### config.mk
export PLATFORM = sky130hd
export DESIGN_NAME = priority_round_robin_task_picker
export DESIGN_NICKNAME = d
export VERILOG_FILES = /design/src/design/prrtp_pkg.sv /design/src/design/prrtp_table.sv /design/src/design/priority_round_robin_task_picker.sv
export SDC_FILE = /design/constraint.sdc
export NUM_CORES = 1
export LEC_CHECK = 0
export BUFFER_PORTS_ARGS = -buffer_cell sky130_fd_sc_hd__clkbuf_2
export CAP_MARGIN = 20
export CORE_ASPECT_RATIO = 0.8
export CORE_MARGIN = 2
export CORE_UTILIZATION = 35
export CTS_CLUSTER_DIAMETER = 120
export DETAILED_ROUTE_END_ITERATION = 8
export GPL_ROUTABILITY_DRIVEN = 0
export PLACE_DENSITY = 0.51
export SLEW_MARGIN = 0
export SYNTH_ARGS = -nofsm -noshare
export SYNTH_HDL_FRONTEND = slang
export SYNTH_HIERARCHICAL = 1
export SYNTH_SLANG_ARGS = --single-unit
### constraint.sdc
create_clock -name clk -period 9.35 [get_ports clk]
set_input_delay 0.935 -clock clk [delete_from_list [all_inputs] [get_ports clk]]
set_output_delay 0.935 -clock clk [all_outputs]
set_load 0.005 [all_outputs]
### src/design/prrtp_pkg.sv
package prrtp_pkg;

  localparam int TASK_SLOTS = 16;
  localparam int PID_BITS   = 16;
  localparam int SLOT_W     = $clog2(TASK_SLOTS);
  localparam int CNT_W      = $clog2(TASK_SLOTS + 1);
  localparam int DEAD_W     = 5;
  localparam logic [DEAD_W-1:0] DEAD_MAX = '1;

  localparam logic [1:0] PRI_LOW    = 2'd0;
  localparam logic [1:0] PRI_NORMAL = 2'd1;
  localparam logic [1:0] PRI_HIGH   = 2'd2;

  localparam logic [1:0] ST_READY   = 2'd0;
  localparam logic [1:0] ST_RUNNING = 2'd1;
  localparam logic [1:0] ST_BLOCKED = 2'd2;
  localparam logic [1:0] ST_DEAD    = 2'd3;

  localparam logic [2:0] OP_TICK  = 3'd0;
  localparam logic [2:0] OP_ADD   = 3'd1;
  localparam logic [2:0] OP_KILL  = 3'd2;
  localparam logic [2:0] OP_BLOCK = 3'd3;
  localparam logic [2:0] OP_READY = 3'd4;
  localparam logic [2:0] OP_WAKE  = 3'd5;

  localparam logic [1:0] STAT_DONE     = 2'd0;
  localparam logic [1:0] STAT_IGNORED  = 2'd1;
  localparam logic [1:0] STAT_FULL     = 2'd2;
  localparam logic [1:0] STAT_NO_CUR   = 2'd3;

  typedef struct packed {
    logic [PID_BITS-1:0] pid;
    logic [1:0]          prio;
    logic [1:0]          state;
    logic                started;
  } entry_t;

  typedef struct packed {
    logic              en;
    logic [SLOT_W-1:0] addr;
    entry_t            data;
  } tbl_wr_t;

endpackage

### src/design/prrtp_table.sv
module prrtp_table
  import prrtp_pkg::*;
(
  input  logic              clk,
  input  tbl_wr_t           wr,
  input  logic [SLOT_W-1:0] rd_addr,
  output entry_t            rd_data
);

  entry_t slots [TASK_SLOTS];

  always_ff @(posedge clk) begin
    if (wr.en) begin
      slots[wr.addr] <= wr.data;
    end
  end

  assign rd_data = slots[rd_addr];

endmodule

### src/design/priority_round_robin_task_picker.sv
// Channel | Direction | Handshake            | Payload
// in      | input     | in_valid / in_ready  | op, pid, priority_req, initial_state
// out     | output    | out_valid/out_ready  | status, run_valid, run_slot, run_pid,
//         |           |                      | switched, removed, removed_pid,
//         |           |                      | count_now, dead_now
// cfg     | input     | cfg_write            | cfg_data (scheduler enable)
//
// A sequencer walks the task table through one read port, one slot a cycle.
// Add writes one new slot and kill, block and ready rewrite the current one;
// wake scans the table for the pid. A tick may run one scan to find a dead
// entry, the shift of the table, and up to four round-robin scans.
// in_ready is high only while the sequencer is idle; a finished result waits
// in the output register while the next request is taken.
// Reset (rst, synchronous) empties the table and clears the enable.
module priority_round_robin_task_picker
  import prrtp_pkg::*;
(
  input  logic                clk,
  input  logic                rst,
  input  logic                cfg_write,
  input  logic                cfg_data,
  input  logic                in_valid,
  output logic                in_ready,
  input  logic [2:0]          op,
  input  logic [PID_BITS-1:0] pid,
  input  logic [1:0]          priority_req,
  input  logic [1:0]          initial_state,
  output logic                out_valid,
  input  logic                out_ready,
  output logic [1:0]          status,
  output logic                run_valid,
  output logic [SLOT_W-1:0]   run_slot,
  output logic [PID_BITS-1:0] run_pid,
  output logic                switched,
  output logic                removed,
  output logic [PID_BITS-1:0] removed_pid,
  output logic [CNT_W-1:0]    count_now,
  output logic [DEAD_W-1:0]   dead_now
);

  typedef enum logic [2:0] {
    S_IDLE, S_DISPATCH, S_REM_SCAN, S_REM_SHIFT, S_PICK_INIT, S_PICK, S_WAKE, S_REPORT
  } fsm_t;

  fsm_t state;

  logic                enable;
  logic [CNT_W-1:0]    occupied;
  logic [DEAD_W-1:0]   dead_total;
  logic [SLOT_W-1:0]   cur_slot;
  logic                cur_valid;

  logic [2:0]          op_r;
  logic [PID_BITS-1:0] pid_r;
  logic [1:0]          prio_r;
  logic [1:0]          ist_r;

  logic [1:0]          stat_r;
  logic                sw_r;
  logic                rem_r;
  logic [PID_BITS-1:0] rem_pid_r;
  logic [SLOT_W-1:0]   victim;
  logic [SLOT_W-1:0]   ptr;
  logic [CNT_W-1:0]    cnt;
  logic [1:0]          pass;

  tbl_wr_t             wr;
  logic [SLOT_W-1:0]   rd_addr;
  entry_t              rd;

  logic                cv_now;
  logic [CNT_W-1:0]    base;
  logic [SLOT_W-1:0]   start;
  logic [SLOT_W-1:0]   ptr_adv;
  logic                last;
  logic                shift_more;
  logic [1:0]          tick_st;
  logic                hit;

  prrtp_table u_table (
    .clk     (clk),
    .wr      (wr),
    .rd_addr (rd_addr),
    .rd_data (rd)
  );

  assign in_ready = (state == S_IDLE);

  // A current slot beyond the table end counts as no current task.
  assign cv_now     = cur_valid && ({1'b0, cur_slot} < occupied);
  assign base       = cv_now ? ({1'b0, cur_slot} + CNT_W'(1)) : '0;
  assign start      = (base >= occupied) ? '0 : base[SLOT_W-1:0];
  assign last       = (({1'b0, ptr} + CNT_W'(1)) == occupied);
  assign ptr_adv    = last ? '0 : ptr + SLOT_W'(1);
  assign shift_more = (({1'b0, ptr} + CNT_W'(1)) < occupied);
  assign tick_st    = (rd.started && rd.state == ST_RUNNING) ? ST_READY : rd.state;

  always_comb begin
    case (pass)
      2'd0:    hit = (rd.prio == PRI_HIGH);
      2'd1:    hit = (rd.state == ST_BLOCKED) || (rd.state == ST_DEAD);
      2'd2:    hit = (rd.prio == PRI_NORMAL) && (rd.state == ST_READY);
      default: hit = (rd.prio == PRI_LOW);
    endcase
  end

  always_comb begin
    case (state)
      S_REM_SCAN, S_PICK, S_WAKE: rd_addr = ptr;
      S_REM_SHIFT:                rd_addr = shift_more ? ptr + SLOT_W'(1) : ptr;
      default:                    rd_addr = cur_slot;
    endcase
  end

  always_comb begin
    wr = '0;
    case (state)
      S_DISPATCH: begin
        if (op_r == OP_ADD) begin
          wr.en   = (occupied < CNT_W'(TASK_SLOTS));
          wr.addr = occupied[SLOT_W-1:0];
          wr.data = '{pid: pid_r, prio: prio_r, state: ist_r, started: 1'b0};
        end else begin
          wr.addr = cur_slot;
          wr.data = rd;
          case (op_r)
            OP_TICK: begin
              wr.en = cv_now && (occupied != '0) && enable;
              wr.data.state   = tick_st;
              wr.data.started = 1'b1;
            end
            OP_KILL: begin
              wr.en = cv_now;
              wr.data.state = ST_DEAD;
            end
            OP_BLOCK: begin
              wr.en = cv_now;
              wr.data.state = ST_BLOCKED;
            end
            OP_READY: begin
              wr.en = cv_now;
              wr.data.state = ST_READY;
            end
            default: wr.en = 1'b0;
          endcase
        end
      end
      S_REM_SHIFT: begin
        wr.en   = shift_more;
        wr.addr = ptr;
        wr.data = rd;
      end
      S_PICK: begin
        wr.en   = hit && rd.state != ST_BLOCKED && rd.state != ST_DEAD;
        wr.addr = ptr;
        wr.data = rd;
        wr.data.state = ST_RUNNING;
      end
      S_WAKE: begin
        wr.en   = (rd.pid == pid_r);
        wr.addr = ptr;
        wr.data = rd;
        wr.data.state = ST_READY;
      end
      default: wr = '0;
    endcase
  end

  always_ff @(posedge clk) begin
    if (rst) begin
      state      <= S_IDLE;
      enable     <= 1'b0;
      occupied   <= '0;
      dead_total <= '0;
      cur_slot   <= '0;
      cur_valid  <= 1'b0;
      out_valid  <= 1'b0;
    end else begin
      if (cfg_write) begin
        enable <= cfg_data;
      end
      if (out_valid && out_ready && state != S_REPORT) begin
        out_valid <= 1'b0;
      end
      case (state)
        S_IDLE: begin
          if (in_valid) begin
            op_r      <= op;
            pid_r     <= pid;
            prio_r    <= priority_req;
            ist_r     <= initial_state;
            stat_r    <= STAT_DONE;
            sw_r      <= 1'b0;
            rem_r     <= 1'b0;
            rem_pid_r <= '0;
            state     <= S_DISPATCH;
          end
        end
        S_DISPATCH: begin
          if (!cv_now && op_r != OP_ADD) begin
            cur_valid <= 1'b0;
            cur_slot  <= '0;
          end
          case (op_r)
            OP_TICK: begin
              if (!cv_now || occupied == '0 || !enable) begin
                stat_r <= STAT_IGNORED;
                state  <= S_REPORT;
              end else if ((tick_st == ST_DEAD || tick_st == ST_BLOCKED) &&
                           dead_total != '0) begin
                if (occupied == CNT_W'(1) && tick_st == ST_DEAD &&
                    dead_total == DEAD_W'(1)) begin
                  // Last task is the only dead one: the table empties.
                  rem_r      <= 1'b1;
                  rem_pid_r  <= rd.pid;
                  occupied   <= '0;
                  dead_total <= '0;
                  cur_valid  <= 1'b0;
                  cur_slot   <= '0;
                  state      <= S_PICK_INIT;
                end else begin
                  ptr   <= start;
                  cnt   <= '0;
                  state <= S_REM_SCAN;
                end
              end else begin
                state <= S_PICK_INIT;
              end
            end
            OP_ADD: begin
              state <= S_REPORT;
              if (!cv_now) begin
                cur_slot  <= '0;
                cur_valid <= (occupied < CNT_W'(TASK_SLOTS));
              end
              if (occupied >= CNT_W'(TASK_SLOTS)) begin
                stat_r <= STAT_FULL;
              end else begin
                occupied <= occupied + CNT_W'(1);
              end
            end
            OP_KILL, OP_BLOCK, OP_READY: begin
              state <= S_REPORT;
              if (!cv_now) begin
                stat_r <= STAT_NO_CUR;
              end else if (op_r == OP_KILL) begin
                if (rd.state != ST_DEAD && dead_total < DEAD_MAX) begin
                  dead_total <= dead_total + DEAD_W'(1);
                end
              end else if (op_r == OP_READY) begin
                if (rd.state == ST_DEAD && dead_total != '0) begin
                  dead_total <= dead_total - DEAD_W'(1);
                end
              end
            end
            OP_WAKE: begin
              ptr   <= '0;
              state <= (occupied != '0) ? S_WAKE : S_REPORT;
            end
            default: state <= S_REPORT;
          endcase
        end
        S_REM_SCAN: begin
          if (rd.state == ST_DEAD) begin
            victim    <= ptr;
            rem_r     <= 1'b1;
            rem_pid_r <= rd.pid;
            state     <= S_REM_SHIFT;
          end else if (cnt + CNT_W'(1) == occupied) begin
            state <= S_PICK_INIT;
          end else begin
            ptr <= ptr_adv;
            cnt <= cnt + CNT_W'(1);
          end
        end
        S_REM_SHIFT: begin
          if (shift_more) begin
            ptr <= ptr + SLOT_W'(1);
          end else begin
            occupied <= occupied - CNT_W'(1);
            if (dead_total != '0) begin
              dead_total <= dead_total - DEAD_W'(1);
            end
            if (cur_valid) begin
              if (victim < cur_slot) begin
                cur_slot <= cur_slot - SLOT_W'(1);
              end else if (victim == cur_slot) begin
                cur_valid <= 1'b0;
                cur_slot  <= '0;
              end
            end
            state <= S_PICK_INIT;
          end
        end
        S_PICK_INIT: begin
          ptr   <= start;
          cnt   <= '0;
          pass  <= '0;
          state <= (occupied == '0) ? S_REPORT : S_PICK;
        end
        S_PICK: begin
          if (hit) begin
            if (rd.state != ST_BLOCKED && rd.state != ST_DEAD &&
                (!cv_now || ptr != cur_slot)) begin
              cur_slot  <= ptr;
              cur_valid <= 1'b1;
              sw_r      <= 1'b1;
            end
            state <= S_REPORT;
          end else if (cnt + CNT_W'(1) == occupied) begin
            ptr <= start;
            cnt <= '0;
            if (pass == 2'd3) begin
              state <= S_REPORT;
            end else if (pass == 2'd0 && dead_total == '0) begin
              pass <= 2'd2;
            end else begin
              pass <= pass + 2'd1;
            end
          end else begin
            ptr <= ptr_adv;
            cnt <= cnt + CNT_W'(1);
          end
        end
        S_WAKE: begin
          if (rd.pid == pid_r || last) begin
            state <= S_REPORT;
          end else begin
            ptr <= ptr + SLOT_W'(1);
          end
        end
        S_REPORT: begin
          if (!out_valid || out_ready) begin
            out_valid   <= 1'b1;
            status      <= stat_r;
            run_valid   <= cv_now;
            run_slot    <= cv_now ? cur_slot : '0;
            run_pid     <= cv_now ? rd.pid : '0;
            switched    <= sw_r;
            removed     <= rem_r;
            removed_pid <= rem_pid_r;
            count_now   <= occupied;
            dead_now    <= dead_total;
            state       <= S_IDLE;
          end
        end
        default: state <= S_IDLE;
      endcase
    end
  end

  a_occ_bound: assert property (@(posedge clk) disable iff (rst)
    occupied <= CNT_W'(TASK_SLOTS))
    else $error("task count exceeds table size");

  a_no_idle_write: assert property (@(posedge clk) disable iff (rst)
    (state == S_IDLE) |-> !wr.en)
    else $error("table written while idle");

  a_accept_busy: assert property (@(posedge clk) disable iff (rst)
    (in_valid && in_ready) |=> (state == S_DISPATCH))
    else $error("accepted request not dispatched");

  a_switch_has_cur: assert property (@(posedge clk) disable iff (rst)
    (state == S_REPORT && sw_r) |-> cur_valid)
    else $error("switch reported with no current task");

endmodule

==> results.md <==
STA:
- On the final layout, the worst hold slack is 420.0 ps.
- The max-slew violation total from the final report came to 0.
- The final number of setup-violating endpoints is 0.
- The timing-limited maximum frequency is 0.1262 GHz.
- The clock tree skew after final layout is 37.95 ps.
- The summed negative setup slack over all endpoints is 0 ps.
- The final number of hold-violating endpoints was 0.
- At the pin with the least slew margin, the transition time is 1139 ps.
- The final critical delay including setup and external delays is 7924 ps.
- The fraction of the cycle the final worst path needs is 84.74%.
- Setup repair after global routing left no endpoint under its margin.
- The worst slew margin relative to its limit is 23.40%.

Pwr:
- The analysis attributes to cell leakage a power of 0.007625 uW.
- VDD sags by at most 0.1588 mV.
- Sequential cells burn 41.3% of the power.
- The clock network accounts for 28.2% of the total power.
- The internal power of the cells totals 4449 uW.
- In this run the power spent charging and discharging nets is 2251 uW.
- Net switching is 33.59% of the power.
- Combinational logic is responsible for 30.5% of the overall power.
- Dividing total power by cell area gives a power density of 289.3 nW/um2.

Route:
- After detailed routing, the total wire length is 52940 um.
- Dividing the detail-routed via count by the number of cells gives 5.514.
- The detailed router finished its first iteration with 1536 violations.
- Once detail routing completed, the nets flagged for antenna violations numbered 0.
- In the routed design, unresolved DRC markers number 0.
- The first TritonRoute pass finished after 5 iterations.
- The number of vias in the routed layout is 11740.
- The mean routed wirelength per cell is 24.86 um.

Critical path:
- The setup check on the worst reg-to-reg path leaves a slack of 1430 ps.
- The required arrival time at the worst endpoint is 9640 ps.
- In this run the worst path has a maximum fanout of 51.
- The class of the most critical setup path is flop to flop.
- The worst setup path is launched from a flop.
- The worst setup path is captured at a flop.
- The signal arrival time at the worst endpoint is 8220 ps.
- The depth of the most critical reg-to-reg path is 21.

Clocking:
- The number of buffers created by CTS is 48.
- The hold buffer count at CTS is 0.
- The TritonCTS clock tree is yes.
- The H-tree generated during clock tree synthesis spans 2 levels.
- The buffer depth of the longest clock path is 3.
- The buffers inserted during post-CTS setup optimization is 0.
- Clock latency on the worst-skew pair, taken at its later pin, is 610 ps.
- The number of sinks driven by the clock tree is 465.
- The number of gates resized after CTS was 0.
- Clock-pin slew was measured on the worst setup and hold paths at 60 ps.
- The master cell of the clock root buffer is clkbuf_16.

Global route:
- The number of global-route vias before repair is 11660.
- Global routing consumed, over all layers together, 17.84% of the routing resources.
- Summed over all layers, the global routing overflow is 0.
- The initial antenna violation count came to 0.
- The pin count of the biggest net entering global routing is 52.
- The first global-routing pass estimated 78210 um of wire.

Synthesis:
- The average cell area after synthesis is 16.41 um2.
- In the post-synthesis netlist, the cell with the most instances is edfxtp_1.
- Counting flops with a built-in enable in the synthesized netlist gives 445.
- Counting every instance in the synthesized netlist gives 1227.
- The post-synthesis async set-or-reset flop share is 0%.
- Summing every instance area after synthesis gives 20130 um2.
- Counting distinct cell types in the post-synthesis netlist gives 76.
- The number of warnings printed during yosys synthesis is 6.
- Sequential elements use 68.37% of the synthesized area.
- The post-synthesis cell type with the largest combined area is edfxtp_1.
- The predominant post-synthesis flop cell is edfxtp_1.
- Ranked by instance count, the synthesized netlist is headed by edfxtp_1 (445), nand2_1 (65), nor2_1 (57).
- After synthesis, the largest area contributor takes up 66.38% of total cell area.
- After synthesis, the cell types taking the most area are edfxtp_1 (66%), mux4_2 (5.3%), mux4_1 (5.0%).
- The flip-flop and latch count after synthesis is 465.
- Synthesis produced a netlist with a net count of 1287.

Floorplan:
- The total die area is 59470 um2.
- The site row count is 78.
- The overall die height is 218.5 um.
- Once the floorplan was initialized, standard cells occupied 35.44% of the core.
- The total area inside the core boundary comes to 56800 um2.
- 82 I/O pins were placed.
- The die extent in x is 272.1 um.

Layout:
- The net count of the finished layout is 1394.
- Leaving out filler cells and counting taps, the final layout contains 2129.
- In the final layout, the share of cells above drive strength 1 is 20.25%.
- The synthesis-to-finish area growth is 15.03%.

Place:
- In this run the tool buffered the top-level ports with 81 buffer cells.
- The total half-perimeter wirelength after legalization and detailed placement is 33480 um.
- The cell count after placement is 2042.

Hold path:
- The cell depth of the worst hold path is 0.
- The path class of the tightest hold or removal check is flop to flop.

Job:
- Max-cap violations in this run came to 0.

Outcome:
- The flow ran to the end, and the final reports show no timing, DRC or antenna violations.
## area by class of cell
class                      instances  area (um2)
clock buffer                      53        1220
tap                              760       950.9
fill                            5149       33640
antenna                            1       2.502
inverter                          31       116.4
clock inverter                    31       310.3
multi-input combinational        662        5977
sequential                       465       13760
timing repair buffer             126       818.3
## cell families (layout without fill, tap and decap cells)
kind of cell               after synthesis  in the layout  share of synthesized area (%)
adders and majority gates               31             31                          1.927
muxes                                   93             93                          10.62
xor gates and xnor gates                40             40                          1.740
other                                    0              1                              0
and+or+nand+nor                        274            274                          6.986
buffers and inverters                  100            241                          2.480
DFF                                    465            465                          68.37
AOI/OAI and AO/OA                      224            224                          7.881
## flip-flops by register name, indices dropped and copies added, names as in the netlist, 5 cells and up
register	cells
u_table/slots	336
pid_r	16
rem_pid_r	16
removed_pid	16
run_pid	16
cnt	5
count_now	5
dead_now	5
dead_total	5
occupied	5
## stage by stage
| step | util (%) | power [uW] | cell area, um2 | setup slack (ps) |
|---|---|---|---|---|
| global placement | 38.03 | 4812 | 21600 | 1727 |
| CTS | 40.73 | 6721 | 23140 | 1495 |
| finish | 40.77 | 6700 | 23160 | 1426 |
| floorplan | - | 4148 | 20130 | 1630 |
| detailed placement | 38.04 | 4825 | 21610 | 1498 |
| global route | 40.77 | 6997 | 23160 | 1017 |
## layer usage
| layer | up-vias | global-route usage (%) | part of all wire (%) |
|---|---|---|---|
| met5 | - | 0 | 0 |
| met4 | 0 | 4.414 | 1.8 |
| met3 | 64 | 2.560 | 6.3 |
| met2 | 434 | 26.38 | 44 |
| met1 | 6088 | 27.52 | 47 |
| li1 | 5154 | - | - |
## power groups by stage
stage | sequential (uW) | combinational [uW] | clock (uW)
5_1_grt | 2780 | 2210 | 2010
6_report | 2770 | 2040 | 1890
3_5_place_dp | 2810 | 2010 | 0
4_1_cts | 2770 | 2020 | 1930
3_3_place_gp | 2810 | 2000 | 0
2_1_floorplan | 2760 | 1390 | 0
## critical path, cell delays in order (launching register included)
cell and delay, ps:
edfxtp_1 620, nand3_1 170, xnor2_1 240, ha_1 280
a21o_1 180, a21oi_1 450, and3_1 240, o21ai_0 110
a21oi_1 190, a221o_4 710, buf_4 400, mux4_2 350
a22oi_1 220, nand2_1 150, xnor2_1 410, nand4_1 130
nor4_1 970, nand3_1 170, nand3_1 250, nand3b_1 260
nor2_2 850, buf_12 240
## final timing paths
| check | start | end |
|---|---|---|
| worst max-delay path | ptr[2] | u_table/slots[7][10] |
| worst max register to register | ptr[2] | u_table/slots[7][10] |
| worst min-delay path | rem_pid_r[1] | removed_pid[1] |
| worst min register to register | rem_pid_r[1] | removed_pid[1] |
## layout by cell type (no fill, tap or decap), drive strengths merged, types with 6 or more instances in the layout
master    n
a22o     21
clkbuf  135
o21ai    34
nand3b    6
mux2i     7
edfxtp  445
and3     12
inv      31
ha       31
a21oi    39
nand2    65
clkinv   23
a22oi    46
o211ai    6
dfxtp    20
xnor2    31
nor3     23
xor2      9
nand3    20
o31ai     9
and2     36
a211oi   11
nor2b     9
a31oi     9
nand4    11
buf      44
nor2     57
mux4     85
nand2b    8
(Power assumes the default switching activity.)
